[config.mk]
export PLATFORM = sky130hd
export DESIGN_NAME = majority_leader_election_unit_flat
export DESIGN_NICKNAME = d
export VERILOG_FILES = /design/src/rtl/mle_pkg.sv /design/src/rtl/mle_channels.sv /design/src/rtl/majority_leader_election_unit.sv /design/src/flat_wrapper.sv
export SDC_FILE = /design/constraint.sdc
export NUM_CORES = 2
export LEC_CHECK = 0
export BUFFER_PORTS_ARGS = -buffer_cell sky130_fd_sc_hd__buf_2
export CAP_MARGIN = 5
export CORE_MARGIN = 3
export CORE_UTILIZATION = 65
export DETAILED_ROUTE_END_ITERATION = 12
export GPL_TIMING_DRIVEN = 0
export PLACE_DENSITY = 0.84
export SLEW_MARGIN = 20
export SYNTH_ARGS = -nofsm -noshare
export SYNTH_HDL_FRONTEND = slang
export SYNTH_SLANG_ARGS = --single-unit
[constraint.sdc]
create_clock -name clk -period 11.01 [get_ports clk]
set_input_delay 1.6515 -clock clk [delete_from_list [all_inputs] [get_ports clk]]
set_output_delay 1.6515 -clock clk [all_outputs]
set_load 0.05 [all_outputs]
[src/rtl/mle_pkg.sv]
// ----------------------------------------------------------------------------
// Majority leader election package
// Shared codes and types for the leader election block and its channels.
// ----------------------------------------------------------------------------
package mle_pkg;

	localparam logic [2:0] KIND_LINK_UP   = 3'd0;
	localparam logic [2:0] KIND_LINK_DOWN = 3'd1;
	localparam logic [2:0] KIND_PROMISE   = 3'd2;
	localparam logic [2:0] KIND_ACCEPT    = 3'd3;
	localparam logic [2:0] KIND_SUBMIT    = 3'd4;
	localparam logic [2:0] KIND_REJECT    = 3'd5;

	localparam logic [1:0] MSG_PROMISE = 2'd0;
	localparam logic [1:0] MSG_ACCEPT  = 2'd1;
	localparam logic [1:0] MSG_REJECT  = 2'd2;
	localparam logic [1:0] MSG_SUBMIT  = 2'd3;

	localparam logic [2:0] PH_STARTED  = 3'd0;
	localparam logic [2:0] PH_INITIAL  = 3'd1;
	localparam logic [2:0] PH_ACCEPT   = 3'd2;
	localparam logic [2:0] PH_RECOVERY = 3'd3;
	localparam logic [2:0] PH_READY    = 3'd5;

	localparam logic [1:0] REG_HOST_COUNT  = 2'd0;
	localparam logic [1:0] REG_OWN_INDEX   = 2'd1;
	localparam logic [1:0] REG_OWN_SEQUENCE = 2'd2;

	localparam logic [1:0] LEVEL_DOWN = 2'd0;
	localparam logic [1:0] LEVEL_HALF = 2'd1;
	localparam logic [1:0] LEVEL_FULL = 2'd2;

	localparam logic [4:0] NO_LEADER = 5'd16;
	localparam logic [4:0] CNT_MAX   = 5'd31;

	typedef enum logic [2:0] {
		ST_IDLE,
		ST_DECODE,
		ST_LINKED,
		ST_SCAN,
		ST_RESPOND,
		ST_EMIT
	} mle_state_t;

endpackage

[src/rtl/mle_channels.sv]
// ----------------------------------------------------------------------------
// Majority leader election channels
// Valid/ready channels for election events and outgoing messages.
// ----------------------------------------------------------------------------
interface mle_event_if;
	logic        valid;
	logic        ready;
	logic [2:0]  kind;
	logic [3:0]  peer;
	logic [63:0] peer_sequence;
	logic        take_sequence;
	logic [3:0]  named_host;

	modport source (output valid, kind, peer, peer_sequence, take_sequence, named_host,
		input ready);
	modport sink (input valid, kind, peer, peer_sequence, take_sequence, named_host,
		output ready);
endinterface

interface mle_msg_if;
	logic        valid;
	logic        ready;
	logic [3:0]  destination;
	logic [1:0]  message;
	logic [63:0] carried_sequence;
	logic [3:0]  carried_host;
	logic        last;

	modport source (output valid, destination, message, carried_sequence, carried_host, last,
		input ready);
	modport sink (input valid, destination, message, carried_sequence, carried_host, last,
		output ready);
endinterface

[src/rtl/majority_leader_election_unit.sv]
// ----------------------------------------------------------------------------
// Majority leader election unit
// Tracks replica links and sequences and sends election messages.
// ----------------------------------------------------------------------------
// One event beat is taken at a time. An event passes through decode, then
// through the linked check when it runs one, and, when it needs the best
// host or the lagging hosts, through a scan of n reads of the sequence
// memory, where n is the effective host count; message beats are then
// loaded into the output register while it is empty or the output side is
// ready. The single 64-bit magnitude comparator, fed one memory read per
// cycle, sets the scan length. The output register holds a finished beat
// while the next event is taken.
module majority_leader_election_unit
	import mle_pkg::*;
#(
	parameter int MAX_HOSTS = 16
) (
	input  logic                clk,
	input  logic                arst_n,
	mle_event_if.sink           events,
	mle_msg_if.source           messages,
	input  logic                psel,
	input  logic                penable,
	input  logic                pwrite,
	input  logic [4:0]          paddr,
	input  logic [63:0]         pwdata,
	output logic [63:0]         prdata,
	output logic                pready
);

	localparam int IW = $clog2(MAX_HOSTS);
	localparam int CW = $clog2(MAX_HOSTS + 1);

	// Configuration registers.
	logic [4:0]  hc_q;
	logic [3:0]  own_q;
	logic [63:0] own_seq_q;

	// Latched event.
	logic [2:0]  kind_q;
	logic [3:0]  peer_q;
	logic [63:0] pseq_q;
	logic        take_q;
	logic [3:0]  named_q;

	// Election state.
	logic [63:0]          seq_mem [MAX_HOSTS];
	logic [MAX_HOSTS-1:0] seq_vld_q;
	logic [1:0]           lvl_q [MAX_HOSTS];
	logic [4:0]           lc_q;
	logic [2:0]           phase_q;
	logic [4:0]           leader_q;
	logic [4:0]           acc_q;
	logic [MAX_HOSTS-1:0] lagging_q;

	// Scan unit.
	logic [CW-1:0]        issue_q;
	logic                 scan_vld_s1;
	logic [IW-1:0]        scan_idx_s1;
	logic [63:0]          seq_rd_s1;
	logic [IW-1:0]        best_q;
	logic [63:0]          best_seq_q;
	logic [MAX_HOSTS-1:0] lag_q;

	// Message emission.
	logic [MAX_HOSTS-1:0] emit_mask_q;
	logic [1:0]           emit_msg_q;
	logic [63:0]          emit_seq_q;
	logic [3:0]           emit_host_q;

	logic        out_vld_q;
	logic [3:0]  out_dest_q;
	logic [1:0]  out_msg_q;
	logic [63:0] out_seq_q;
	logic [3:0]  out_host_q;
	logic        out_last_q;

	mle_state_t state_q, state_d;

	// Derived values.
	logic [CW-1:0]        n_w;
	logic [MAX_HOSTS-1:0] n_mask, own_mask, full_mask;
	logic [IW-1:0]        peer_idx;
	logic [1:0]           lvl_peer;
	logic                 peer_bad;
	logic [4:0]           lc_inc, lc_dec, acc_inc;
	logic                 leader_is_own;
	logic [63:0]          seq_eff;
	logic                 full_s1, own_s1, seq_ge;
	logic [63:0]          cmp_b;
	logic [IW-1:0]        pick_idx;
	logic [MAX_HOSTS-1:0] pick_oh, remain;

	// Control strobes.
	logic                 accept_in;
	logic                 mem_we;
	logic [IW-1:0]        mem_wa;
	logic                 lvl_we;
	logic [1:0]           lvl_wd;
	logic                 lc_we;
	logic [4:0]           lc_wd;
	logic                 phase_we;
	logic [2:0]           phase_wd;
	logic                 leader_we;
	logic [4:0]           leader_wd;
	logic                 acc_we;
	logic [4:0]           acc_wd;
	logic                 lag_we;
	logic                 scan_start;
	logic                 emit_load;
	logic [MAX_HOSTS-1:0] emit_mask_d;
	logic [1:0]           emit_msg_d;
	logic [63:0]          emit_seq_d;
	logic [3:0]           emit_host_d;
	logic                 out_load;

	// Configuration port.
	logic cfg_we;

	assign pready = 1'b1;
	assign cfg_we = psel && penable && pwrite && pready;

	always_ff @(posedge clk or negedge arst_n) begin
		if (!arst_n) begin
			hc_q      <= 5'd1;
			own_q     <= 4'd0;
			own_seq_q <= 64'd0;
		end else if (cfg_we) begin
			case (paddr[4:3])
				REG_HOST_COUNT:   hc_q      <= pwdata[4:0];
				REG_OWN_INDEX:    own_q     <= pwdata[3:0];
				REG_OWN_SEQUENCE: own_seq_q <= pwdata;
				default: ;
			endcase
		end
	end

	always_comb begin
		case (paddr[4:3])
			REG_HOST_COUNT:   prdata = 64'(hc_q);
			REG_OWN_INDEX:    prdata = 64'(own_q);
			REG_OWN_SEQUENCE: prdata = own_seq_q;
			default:          prdata = 64'd0;
		endcase
	end

	// Effective host count and per-host masks.
	always_comb begin
		if (hc_q == 5'd0) begin
			n_w = CW'(1);
		end else if (hc_q > 5'(MAX_HOSTS)) begin
			n_w = CW'(MAX_HOSTS);
		end else begin
			n_w = CW'(hc_q);
		end
		for (int i = 0; i < MAX_HOSTS; i++) begin
			n_mask[i]    = CW'(i) < n_w;
			own_mask[i]  = 4'(i) == own_q;
			full_mask[i] = lvl_q[i] == LEVEL_FULL;
		end
	end

	assign peer_idx      = peer_q[IW-1:0];
	assign lvl_peer      = lvl_q[peer_idx];
	assign peer_bad      = (5'(peer_q) >= 5'(n_w)) || (5'(peer_q) >= 5'(MAX_HOSTS)) ||
		(peer_q == own_q);
	assign lc_inc        = (lc_q == CNT_MAX) ? CNT_MAX : lc_q + 5'd1;
	assign lc_dec        = (lc_q == 5'd0) ? 5'd0 : lc_q - 5'd1;
	assign acc_inc       = (acc_q == CNT_MAX) ? CNT_MAX : acc_q + 5'd1;
	assign leader_is_own = leader_q == {1'b0, own_q};

	// Shared comparator on the scan read stage.
	assign own_s1  = 4'(scan_idx_s1) == own_q;
	assign seq_eff = own_s1 ? own_seq_q : (seq_vld_q[scan_idx_s1] ? seq_rd_s1 : 64'd0);
	assign full_s1 = own_s1 || (lvl_q[scan_idx_s1] == LEVEL_FULL);
	assign cmp_b   = (kind_q == KIND_ACCEPT) ? own_seq_q : best_seq_q;
	assign seq_ge  = seq_eff >= cmp_b;

	// Lowest pending destination.
	always_comb begin
		pick_idx = '0;
		for (int i = MAX_HOSTS - 1; i >= 0; i--) begin
			if (emit_mask_q[i]) begin
				pick_idx = IW'(i);
			end
		end
		pick_oh = MAX_HOSTS'(1) << pick_idx;
		remain  = emit_mask_q & ~pick_oh;
	end

	always_ff @(posedge clk or negedge arst_n) begin
		if (!arst_n) begin
			state_q <= ST_IDLE;
		end else begin
			state_q <= state_d;
		end
	end

	always_comb begin
		state_d     = state_q;
		accept_in   = 1'b0;
		mem_we      = 1'b0;
		mem_wa      = peer_idx;
		lvl_we      = 1'b0;
		lvl_wd      = lvl_peer;
		lc_we       = 1'b0;
		lc_wd       = lc_q;
		phase_we    = 1'b0;
		phase_wd    = phase_q;
		leader_we   = 1'b0;
		leader_wd   = leader_q;
		acc_we      = 1'b0;
		acc_wd      = acc_q;
		lag_we      = 1'b0;
		scan_start  = 1'b0;
		emit_load   = 1'b0;
		emit_mask_d = '0;
		emit_msg_d  = MSG_SUBMIT;
		emit_seq_d  = 64'd0;
		emit_host_d = 4'd0;
		out_load    = 1'b0;
		case (state_q)
			ST_IDLE: begin
				if (events.valid) begin
					accept_in = 1'b1;
					state_d   = ST_DECODE;
				end
			end
			ST_DECODE: begin
				state_d = ST_IDLE;
				if (!peer_bad) begin
					case (kind_q)
						KIND_LINK_UP: begin
							mem_we = take_q;
							if (lvl_peer != LEVEL_FULL) begin
								lvl_we = 1'b1;
								lvl_wd = lvl_peer + 2'd1;
								if (lvl_peer == LEVEL_HALF) begin
									lc_we   = 1'b1;
									lc_wd   = lc_inc;
									state_d = ST_LINKED;
								end
							end
						end
						KIND_LINK_DOWN: begin
							if (lvl_peer != LEVEL_DOWN) begin
								lvl_we = 1'b1;
								lvl_wd = lvl_peer - 2'd1;
								if (lvl_peer == LEVEL_FULL) begin
									lc_we = 1'b1;
									lc_wd = lc_dec;
									if (({lc_dec, 1'b0} <= 6'(n_w)) ||
										({1'b0, peer_q} == leader_q)) begin
										leader_we = 1'b1;
										leader_wd = NO_LEADER;
										phase_we  = 1'b1;
										phase_wd  = PH_INITIAL;
										state_d   = ST_LINKED;
									end
								end
							end
						end
						KIND_PROMISE: begin
							mem_we     = 1'b1;
							scan_start = 1'b1;
							state_d    = ST_SCAN;
						end
						KIND_ACCEPT: begin
							if (phase_q == PH_ACCEPT) begin
								acc_we = 1'b1;
								acc_wd = acc_inc;
								if ({acc_inc, 1'b0} > 6'(n_w)) begin
									leader_we  = 1'b1;
									leader_wd  = {1'b0, own_q};
									scan_start = 1'b1;
									state_d    = ST_SCAN;
								end
							end
						end
						KIND_SUBMIT: begin
							leader_we = 1'b1;
							leader_wd = {1'b0, peer_q};
							phase_we  = 1'b1;
							phase_wd  = PH_READY;
						end
						KIND_REJECT: begin
							mem_we  = 5'(named_q) < 5'(MAX_HOSTS);
							mem_wa  = named_q[IW-1:0];
							state_d = ST_LINKED;
						end
						default: ;
					endcase
				end
			end
			ST_LINKED: begin
				if (leader_is_own) begin
					emit_load   = 1'b1;
					emit_mask_d = MAX_HOSTS'(1) << peer_idx;
					emit_msg_d  = MSG_SUBMIT;
					state_d     = ST_EMIT;
				end else if (({lc_q, 1'b0} <= 6'(n_w)) || (phase_q > PH_INITIAL)) begin
					state_d = ST_IDLE;
				end else begin
					scan_start = 1'b1;
					state_d    = ST_SCAN;
				end
			end
			ST_SCAN: begin
				if ((issue_q == n_w) && !scan_vld_s1) begin
					state_d = ST_RESPOND;
				end
			end
			ST_RESPOND: begin
				state_d = ST_IDLE;
				case (kind_q)
					KIND_PROMISE: begin
						emit_load   = 1'b1;
						emit_mask_d = MAX_HOSTS'(1) << peer_idx;
						state_d     = ST_EMIT;
						if ((4'(best_q) != peer_q) || (phase_q > PH_INITIAL)) begin
							emit_msg_d  = MSG_REJECT;
							emit_seq_d  = best_seq_q;
							emit_host_d = 4'(best_q);
						end else begin
							emit_msg_d = MSG_ACCEPT;
							phase_we   = 1'b1;
							phase_wd   = PH_ACCEPT;
						end
					end
					KIND_ACCEPT: begin
						lag_we      = 1'b1;
						phase_we    = 1'b1;
						phase_wd    = (lag_q != '0) ? PH_RECOVERY : PH_READY;
						emit_mask_d = full_mask & n_mask & ~own_mask;
						emit_msg_d  = MSG_SUBMIT;
						if (emit_mask_d != '0) begin
							emit_load = 1'b1;
							state_d   = ST_EMIT;
						end
					end
					default: begin
						if (4'(best_q) == own_q) begin
							acc_we      = 1'b1;
							acc_wd      = 5'd1;
							phase_we    = 1'b1;
							phase_wd    = PH_ACCEPT;
							emit_mask_d = n_mask & ~own_mask;
							emit_msg_d  = MSG_PROMISE;
							emit_seq_d  = own_seq_q;
							if (emit_mask_d != '0) begin
								emit_load = 1'b1;
								state_d   = ST_EMIT;
							end
						end
					end
				endcase
			end
			ST_EMIT: begin
				if (!out_vld_q || messages.ready) begin
					out_load = 1'b1;
					if (remain == '0) begin
						state_d = ST_IDLE;
					end
				end
			end
			default: state_d = ST_IDLE;
		endcase
	end

	// Event latch.
	always_ff @(posedge clk) begin
		if (accept_in) begin
			kind_q  <= events.kind;
			peer_q  <= events.peer;
			pseq_q  <= events.peer_sequence;
			take_q  <= events.take_sequence;
			named_q <= events.named_host;
		end
	end

	// Sequence memory.
	always_ff @(posedge clk) begin
		if (mem_we) begin
			seq_mem[mem_wa] <= pseq_q;
		end
		seq_rd_s1 <= seq_mem[issue_q[IW-1:0]];
	end

	// Election state registers.
	always_ff @(posedge clk or negedge arst_n) begin
		if (!arst_n) begin
			seq_vld_q <= '0;
			for (int i = 0; i < MAX_HOSTS; i++) begin
				lvl_q[i] <= LEVEL_DOWN;
			end
			lc_q      <= 5'd1;
			phase_q   <= PH_STARTED;
			leader_q  <= NO_LEADER;
			acc_q     <= 5'd0;
			lagging_q <= '0;
		end else begin
			if (mem_we) begin
				seq_vld_q[mem_wa] <= 1'b1;
			end
			if (lvl_we) begin
				lvl_q[peer_idx] <= lvl_wd;
			end
			if (lc_we) begin
				lc_q <= lc_wd;
			end
			if (phase_we) begin
				phase_q <= phase_wd;
			end
			if (leader_we) begin
				leader_q <= leader_wd;
			end
			if (acc_we) begin
				acc_q <= acc_wd;
			end
			if (lag_we) begin
				lagging_q <= lag_q;
			end
		end
	end

	// Scan sequencer: one read issued and one comparison made per cycle.
	always_ff @(posedge clk or negedge arst_n) begin
		if (!arst_n) begin
			issue_q     <= '0;
			scan_vld_s1 <= 1'b0;
		end else if (scan_start) begin
			issue_q     <= '0;
			scan_vld_s1 <= 1'b0;
		end else if (state_q == ST_SCAN) begin
			if (issue_q < n_w) begin
				issue_q     <= issue_q + CW'(1);
				scan_vld_s1 <= 1'b1;
			end else begin
				scan_vld_s1 <= 1'b0;
			end
		end
	end

	always_ff @(posedge clk) begin
		if (state_q == ST_SCAN) begin
			scan_idx_s1 <= issue_q[IW-1:0];
		end
		if (scan_start) begin
			lag_q <= '0;
		end else if (scan_vld_s1) begin
			if (kind_q == KIND_ACCEPT) begin
				if (!own_s1 && full_s1 && !seq_ge) begin
					lag_q[scan_idx_s1] <= 1'b1;
				end
			end else if ((scan_idx_s1 == '0) || (seq_ge && full_s1)) begin
				best_q     <= scan_idx_s1;
				best_seq_q <= seq_eff;
			end
		end
	end

	// Message emission and output register.
	always_ff @(posedge clk or negedge arst_n) begin
		if (!arst_n) begin
			emit_mask_q <= '0;
			out_vld_q   <= 1'b0;
		end else begin
			if (emit_load) begin
				emit_mask_q <= emit_mask_d;
			end else if (out_load) begin
				emit_mask_q <= remain;
			end
			if (out_load) begin
				out_vld_q <= 1'b1;
			end else if (messages.ready) begin
				out_vld_q <= 1'b0;
			end
		end
	end

	always_ff @(posedge clk) begin
		if (emit_load) begin
			emit_msg_q  <= emit_msg_d;
			emit_seq_q  <= emit_seq_d;
			emit_host_q <= emit_host_d;
		end
		if (out_load) begin
			out_dest_q <= 4'(pick_idx);
			out_msg_q  <= emit_msg_q;
			out_seq_q  <= emit_seq_q;
			out_host_q <= emit_host_q;
			out_last_q <= remain == '0;
		end
	end

	assign events.ready              = state_q == ST_IDLE;
	assign messages.valid            = out_vld_q;
	assign messages.destination      = out_dest_q;
	assign messages.message          = out_msg_q;
	assign messages.carried_sequence = out_seq_q;
	assign messages.carried_host     = out_host_q;
	assign messages.last             = out_last_q;

`ifndef ASSERT_OFF
	// An accepted event keeps the block busy for at least the decode cycle.
	a_busy_after_accept: assert property (@(posedge clk) disable iff (!arst_n)
		(events.valid && events.ready) |=> !events.ready)
		else $error("event taken while the previous one is still in decode");

	// The emission state always has at least one destination pending.
	a_emit_pending: assert property (@(posedge clk) disable iff (!arst_n)
		(state_q == ST_EMIT) |-> (emit_mask_q != '0))
		else $error("emission state entered with no destination pending");

	// A scan reports only after its last comparison has drained.
	a_scan_drained: assert property (@(posedge clk) disable iff (!arst_n)
		(state_q == ST_RESPOND) |-> (!scan_vld_s1 && (issue_q == n_w)))
		else $error("scan result used before the scan finished");

	// The leader is a host index or the no-leader mark.
	a_leader_range: assert property (@(posedge clk) disable iff (!arst_n)
		leader_q <= NO_LEADER)
		else $error("leader register out of range");
`endif

endmodule

[src/flat_wrapper.sv]
// flat-port wrapper written by rule: the top's interface ports become plain ports
module majority_leader_election_unit_flat import mle_pkg::*;
#(
	parameter int MAX_HOSTS = 16
)
  (clk, arst_n, psel, penable, pwrite, paddr, pwdata, prdata, pready, events_valid, events_kind, events_peer, events_peer_sequence, events_take_sequence, events_named_host, events_ready, messages_valid, messages_destination, messages_message, messages_carried_sequence, messages_carried_host, messages_last, messages_ready);
  mle_event_if events_i ();
  mle_msg_if messages_i ();
  input  logic clk;
  input  logic arst_n;
  input  logic psel;
  input  logic penable;
  input  logic pwrite;
  input  logic [4:0] paddr;
  input  logic [63:0] pwdata;
  output logic [63:0] prdata;
  output logic pready;
  input wire logic [$bits(events_i.valid)-1:0] events_valid;
  input wire logic [$bits(events_i.kind)-1:0] events_kind;
  input wire logic [$bits(events_i.peer)-1:0] events_peer;
  input wire logic [$bits(events_i.peer_sequence)-1:0] events_peer_sequence;
  input wire logic [$bits(events_i.take_sequence)-1:0] events_take_sequence;
  input wire logic [$bits(events_i.named_host)-1:0] events_named_host;
  output wire logic [$bits(events_i.ready)-1:0] events_ready;
  output wire logic [$bits(messages_i.valid)-1:0] messages_valid;
  output wire logic [$bits(messages_i.destination)-1:0] messages_destination;
  output wire logic [$bits(messages_i.message)-1:0] messages_message;
  output wire logic [$bits(messages_i.carried_sequence)-1:0] messages_carried_sequence;
  output wire logic [$bits(messages_i.carried_host)-1:0] messages_carried_host;
  output wire logic [$bits(messages_i.last)-1:0] messages_last;
  input wire logic [$bits(messages_i.ready)-1:0] messages_ready;
  assign events_i.valid = events_valid;
  assign events_i.kind = events_kind;
  assign events_i.peer = events_peer;
  assign events_i.peer_sequence = events_peer_sequence;
  assign events_i.take_sequence = events_take_sequence;
  assign events_i.named_host = events_named_host;
  assign events_ready = events_i.ready;
  assign messages_valid = messages_i.valid;
  assign messages_destination = messages_i.destination;
  assign messages_message = messages_i.message;
  assign messages_carried_sequence = messages_i.carried_sequence;
  assign messages_carried_host = messages_i.carried_host;
  assign messages_last = messages_i.last;
  assign messages_i.ready = messages_ready;
  majority_leader_election_unit #(.MAX_HOSTS(MAX_HOSTS)) u_core (.clk(clk), .arst_n(arst_n), .events(events_i), .messages(messages_i), .psel(psel), .penable(penable), .pwrite(pwrite), .paddr(paddr), .pwdata(pwdata), .prdata(prdata), .pready(pready));
endmodule
==> impl_results.md <==
- 1st-pass router iterations: 7
- Clk slew on worst S/H paths: 60 ps
- Final nets: 4172
- Vias: 37900
- Peak fanout along the critical path: 24
- Total CTS buffers: 151
- Switch share: 31.5%
- All-Layer GR Usage: 37.7%
- Worst reg-to-reg path cell count: 19
- H-tree depth: 4
- Int Pwr: 11.6 mW
- Final hold vios: 0
- Core area: 0.0954 mm²
- Cell at the root of the clock tree: clkbuf_16
- Starting Density: 65.9%
- CP arrival: 7320 ps
- Clock power frac: 30.7%
- Min Clock Period, post-route: 6870 ps
- Sum Neg Setup Slack: 0 ps
- Boundary pin count: 294
- Port Buffer Count: 287
- Initial antenna violation count: 11
- First-iteration detailed-routing DRC count: 5449
- Drt total wl: 187000 µm
- Clock skew: 51.4 ps
- Final Util: 76.1%
- Max Transition Viols Final: 0
- Distinct cells, synth: 82
- CTS tree: built
- Fillers: 4939
- Synth Register Bits: 1562
- Unrepaired setup endpoints after global routing: no
- Commonest non-fill, non-tap cells in the layout: edfxtp_1 (1317), mux4_2 (335), buf_2 (299)
- Required time worst endpoint: 11460 ps
- Hpwl dp: 118000 µm
- Die ar.: 0.101 mm²
- Power share of the combinational group: 22.3%
- Post-Synthesis Cell Area: 0.0629 mm²
- Die Span X: 317 µm
- First-pass GRT wire length: 267000 µm
- Routed vias/inst: 7.12
- GPL Wtd Cong: 0.937
- Synth Flop Type: edfxtp_1
- Gr ovfl total: 0
- Post-synthesis sequential area ratio: 72.0%
- Hold bufs inserted after CTS: 0
- MaxCap Viol Count: 0
- Largest net degree at the start of global routing: 90
- PD cells: 233 mW/mm²
- Maximum vdd drop: 200 µV
- Rel. slew slack: 26.7%
- Final setup viols: 0
- Die height: 317 µm
- Crit. End Element: flop
- HP Class: flop to flop
- # clock sinks: 1562
- Site Rows: 113
- Worst-Skew Late Latency: 780 ps
- Post-CTS Setup Inserts: 0
- Synthesized Nets: 3665
- Commonest non-fill, non-tap cell in the layout: edfxtp_1
- Vias in the first global route: 38100
- Status: complete, no violations
- Critical path class: flop to flop
- Sequential group share of total power: 47.0%
- PostCTS Resize Cnt: 0
- CTS max path bufs: 3
- Sw power: 5.33 mW
- Async SR Flop Fraction: 10.6%
- Cells after synthesis: 3417
- Number of synthesized flops with an enable pin: 1317
- Pleak: 25.2 nW
- Fmax: 146 MHz
- Fin crit share: 62.4%
- Hold Path Depth: 0
- WL/cell: 35.0 µm
- Post-route ant nets: 0
- Share of cells above drive strength 1: 27.8%
- YS warnings: 0
- Residual DRC: 0
- P&R area growth vs syn: 15.5%
- Least-Margin Pin Slew: 1100 ps
- Total Power: 16.9 mW
- Syn Area/Cell: 18.4 µm²
- Startpoint types: flop
==> routing by layer <==
layer	wire length, µm	track usage, %	share of wire [%]
met1	61900	47.8	33
met2	90800	60.8	49
met3	22600	9.83	12
met4	11200	20.2	6.0
met5	61	0	0.033
==> cells by family after synthesis <==
family / synth area share, %
simple gates: 4.64
mux: 15.3
fa+ha+maj: 1.93
other cells: 0.00596
buf+inv: 1.29
xor+xnor: 0.445
compound gates: 4.41
flops: 72.0
==> power groups by stage <==
stage                     sequential (mW)  combinational (mW)  clock [mW]
final                                7.94                3.76        5.19
after global routing                 7.98                3.94        5.43
after CTS                            7.89                3.70        5.21
after detailed placement             7.99                3.56           0
after global placement               7.97                3.32           0
after floorplan                      7.78                2.33           0
==> registers in the layout, indices dropped and copies added (netlist names), 4 cells and up <==
name	flops
u_core.best_seq_q	64
u_core.seq_vld_q	16
u_core.seq_mem	1024
u_core.own_seq_q	64
u_core.messages.destination	4
u_core.lag_q	16
u_core.scan_idx_s1	4
u_core.seq_rd_s1	64
u_core.emit_seq_q	64
u_core.issue_q	5
u_core.messages.carried_host	4
u_core.leader_q	5
u_core.hc_q	5
u_core.emit_host_q	4
u_core.named_q	4
u_core.lc_q	5
u_core.own_q	4
u_core.messages.carried_sequence	64
u_core.lvl_q	32
u_core.pseq_q	64
u_core.acc_q	5
u_core.emit_mask_q	16
u_core.best_q	4
u_core.peer_idx	4
==> cell type report <==
class	instances	area [µm²]	area share, %
Antenna cell	9	22.5	0.0310
Buffer	179	737	1.01
Clock buffer	204	4230	5.83
Clock inverter	76	669	0.921
Inverter	29	109	0.150
Multi-Input combinational cell	1647	17000	23.3
Sequential cell	1562	45300	62.3
Tap cell	1265	1580	2.18
Timing Repair Buffer	354	3060	4.21
==> stage by stage <==
stage	hold WS, ps	area [µm²]	setup slack [ps]	instances
floorplan	400	62900	3800	3417
global placement	401	65900	621	4969
detailed placement	405	67700	4360	5035
CTS	394	72600	4320	5315
global route	411	72600	3840	5316
finish	404	72600	4140	5325
==> cells in the mapped netlist (4+ instances only) <==
master / number / share of area [%]
nand2_1: 227 / 1.4
nand2b_1: 30 / 0.30
dfxtp_1: 80 / 2.5
o21a_1: 11 / 0.13
nor2_1: 101 / 0.60
o22ai_1: 5 / 0.050
nand3_1: 31 / 0.25
a2111oi_0: 4 / 0.056
a211oi_1: 7 / 0.084
dfrtp_1: 162 / 6.4
a22o_1: 82 / 1.1
a22oi_1: 10 / 0.12
inv_1: 26 / 0.16
a32o_1: 7 / 0.11
nor3_1: 18 / 0.14
o21ai_0: 127 / 1.0
o21ai_1: 10 / 0.080
a221oi_1: 6 / 0.084
xor2_1: 15 / 0.21
mux4_2: 335 / 12
buf_1: 47 / 0.28
nor4_1: 15 / 0.15
nor4_2: 4 / 0.080
a32oi_1: 6 / 0.084
edfxtp_1: 1317 / 63
o221ai_1: 6 / 0.084
nor2b_1: 17 / 0.17
and2_1: 67 / 0.67
o31ai_1: 7 / 0.084
mux2i_1: 73 / 1.2
nand4_1: 29 / 0.29
clkbuf_1: 115 / 0.69
buf_2: 14 / 0.11
nor3b_1: 5 / 0.060
o211ai_1: 12 / 0.14
ha_1: 96 / 1.9
xnor2_1: 17 / 0.24
a21oi_1: 47 / 0.37
a21o_1: 18 / 0.21
mux2_2: 109 / 2.0
a31oi_1: 13 / 0.13
or2_2: 18 / 0.18
mux4_1: 5 / 0.21
==> worst paths after layout <==
| kind | slack (ps) | startpoint | to |
|---|---|---|---|
| max | 4140 | u_core.own_q[1] | u_core.best_seq_q[37] |
| min | 400 | u_core.emit_host_q[1] | u_core.messages.carried_host[1] |
| max reg2reg | 4140 | u_core.own_q[1] | u_core.best_seq_q[37] |
| min reg2reg | 400 | u_core.emit_host_q[1] | u_core.messages.carried_host[1] |
| max in group asynchronous | 9180 | arst_n | u_core.own_seq_q[45] |
| min in group asynchronous | 860 | arst_n | u_core.acc_q[4] |
==> critical path, cell delays in order, from the launching register on <==
cell,delay [ps]
dfrtp_1,320
buf_2,250
buf_1,580
xor2_1,140
nor4_1,790
buf_2,410
buf_2,310
clkbuf_1,570
nand2_1,100
o21ai_0,150
ha_1,210
and4_1,190
a221oi_1,130
a211oi_1,370
nand4_1,180
o211ai_1,830
a21oi_1,230
nor2_4,320
buf_12,240
buf_12,210
Power figures use the tool's default switching activity.
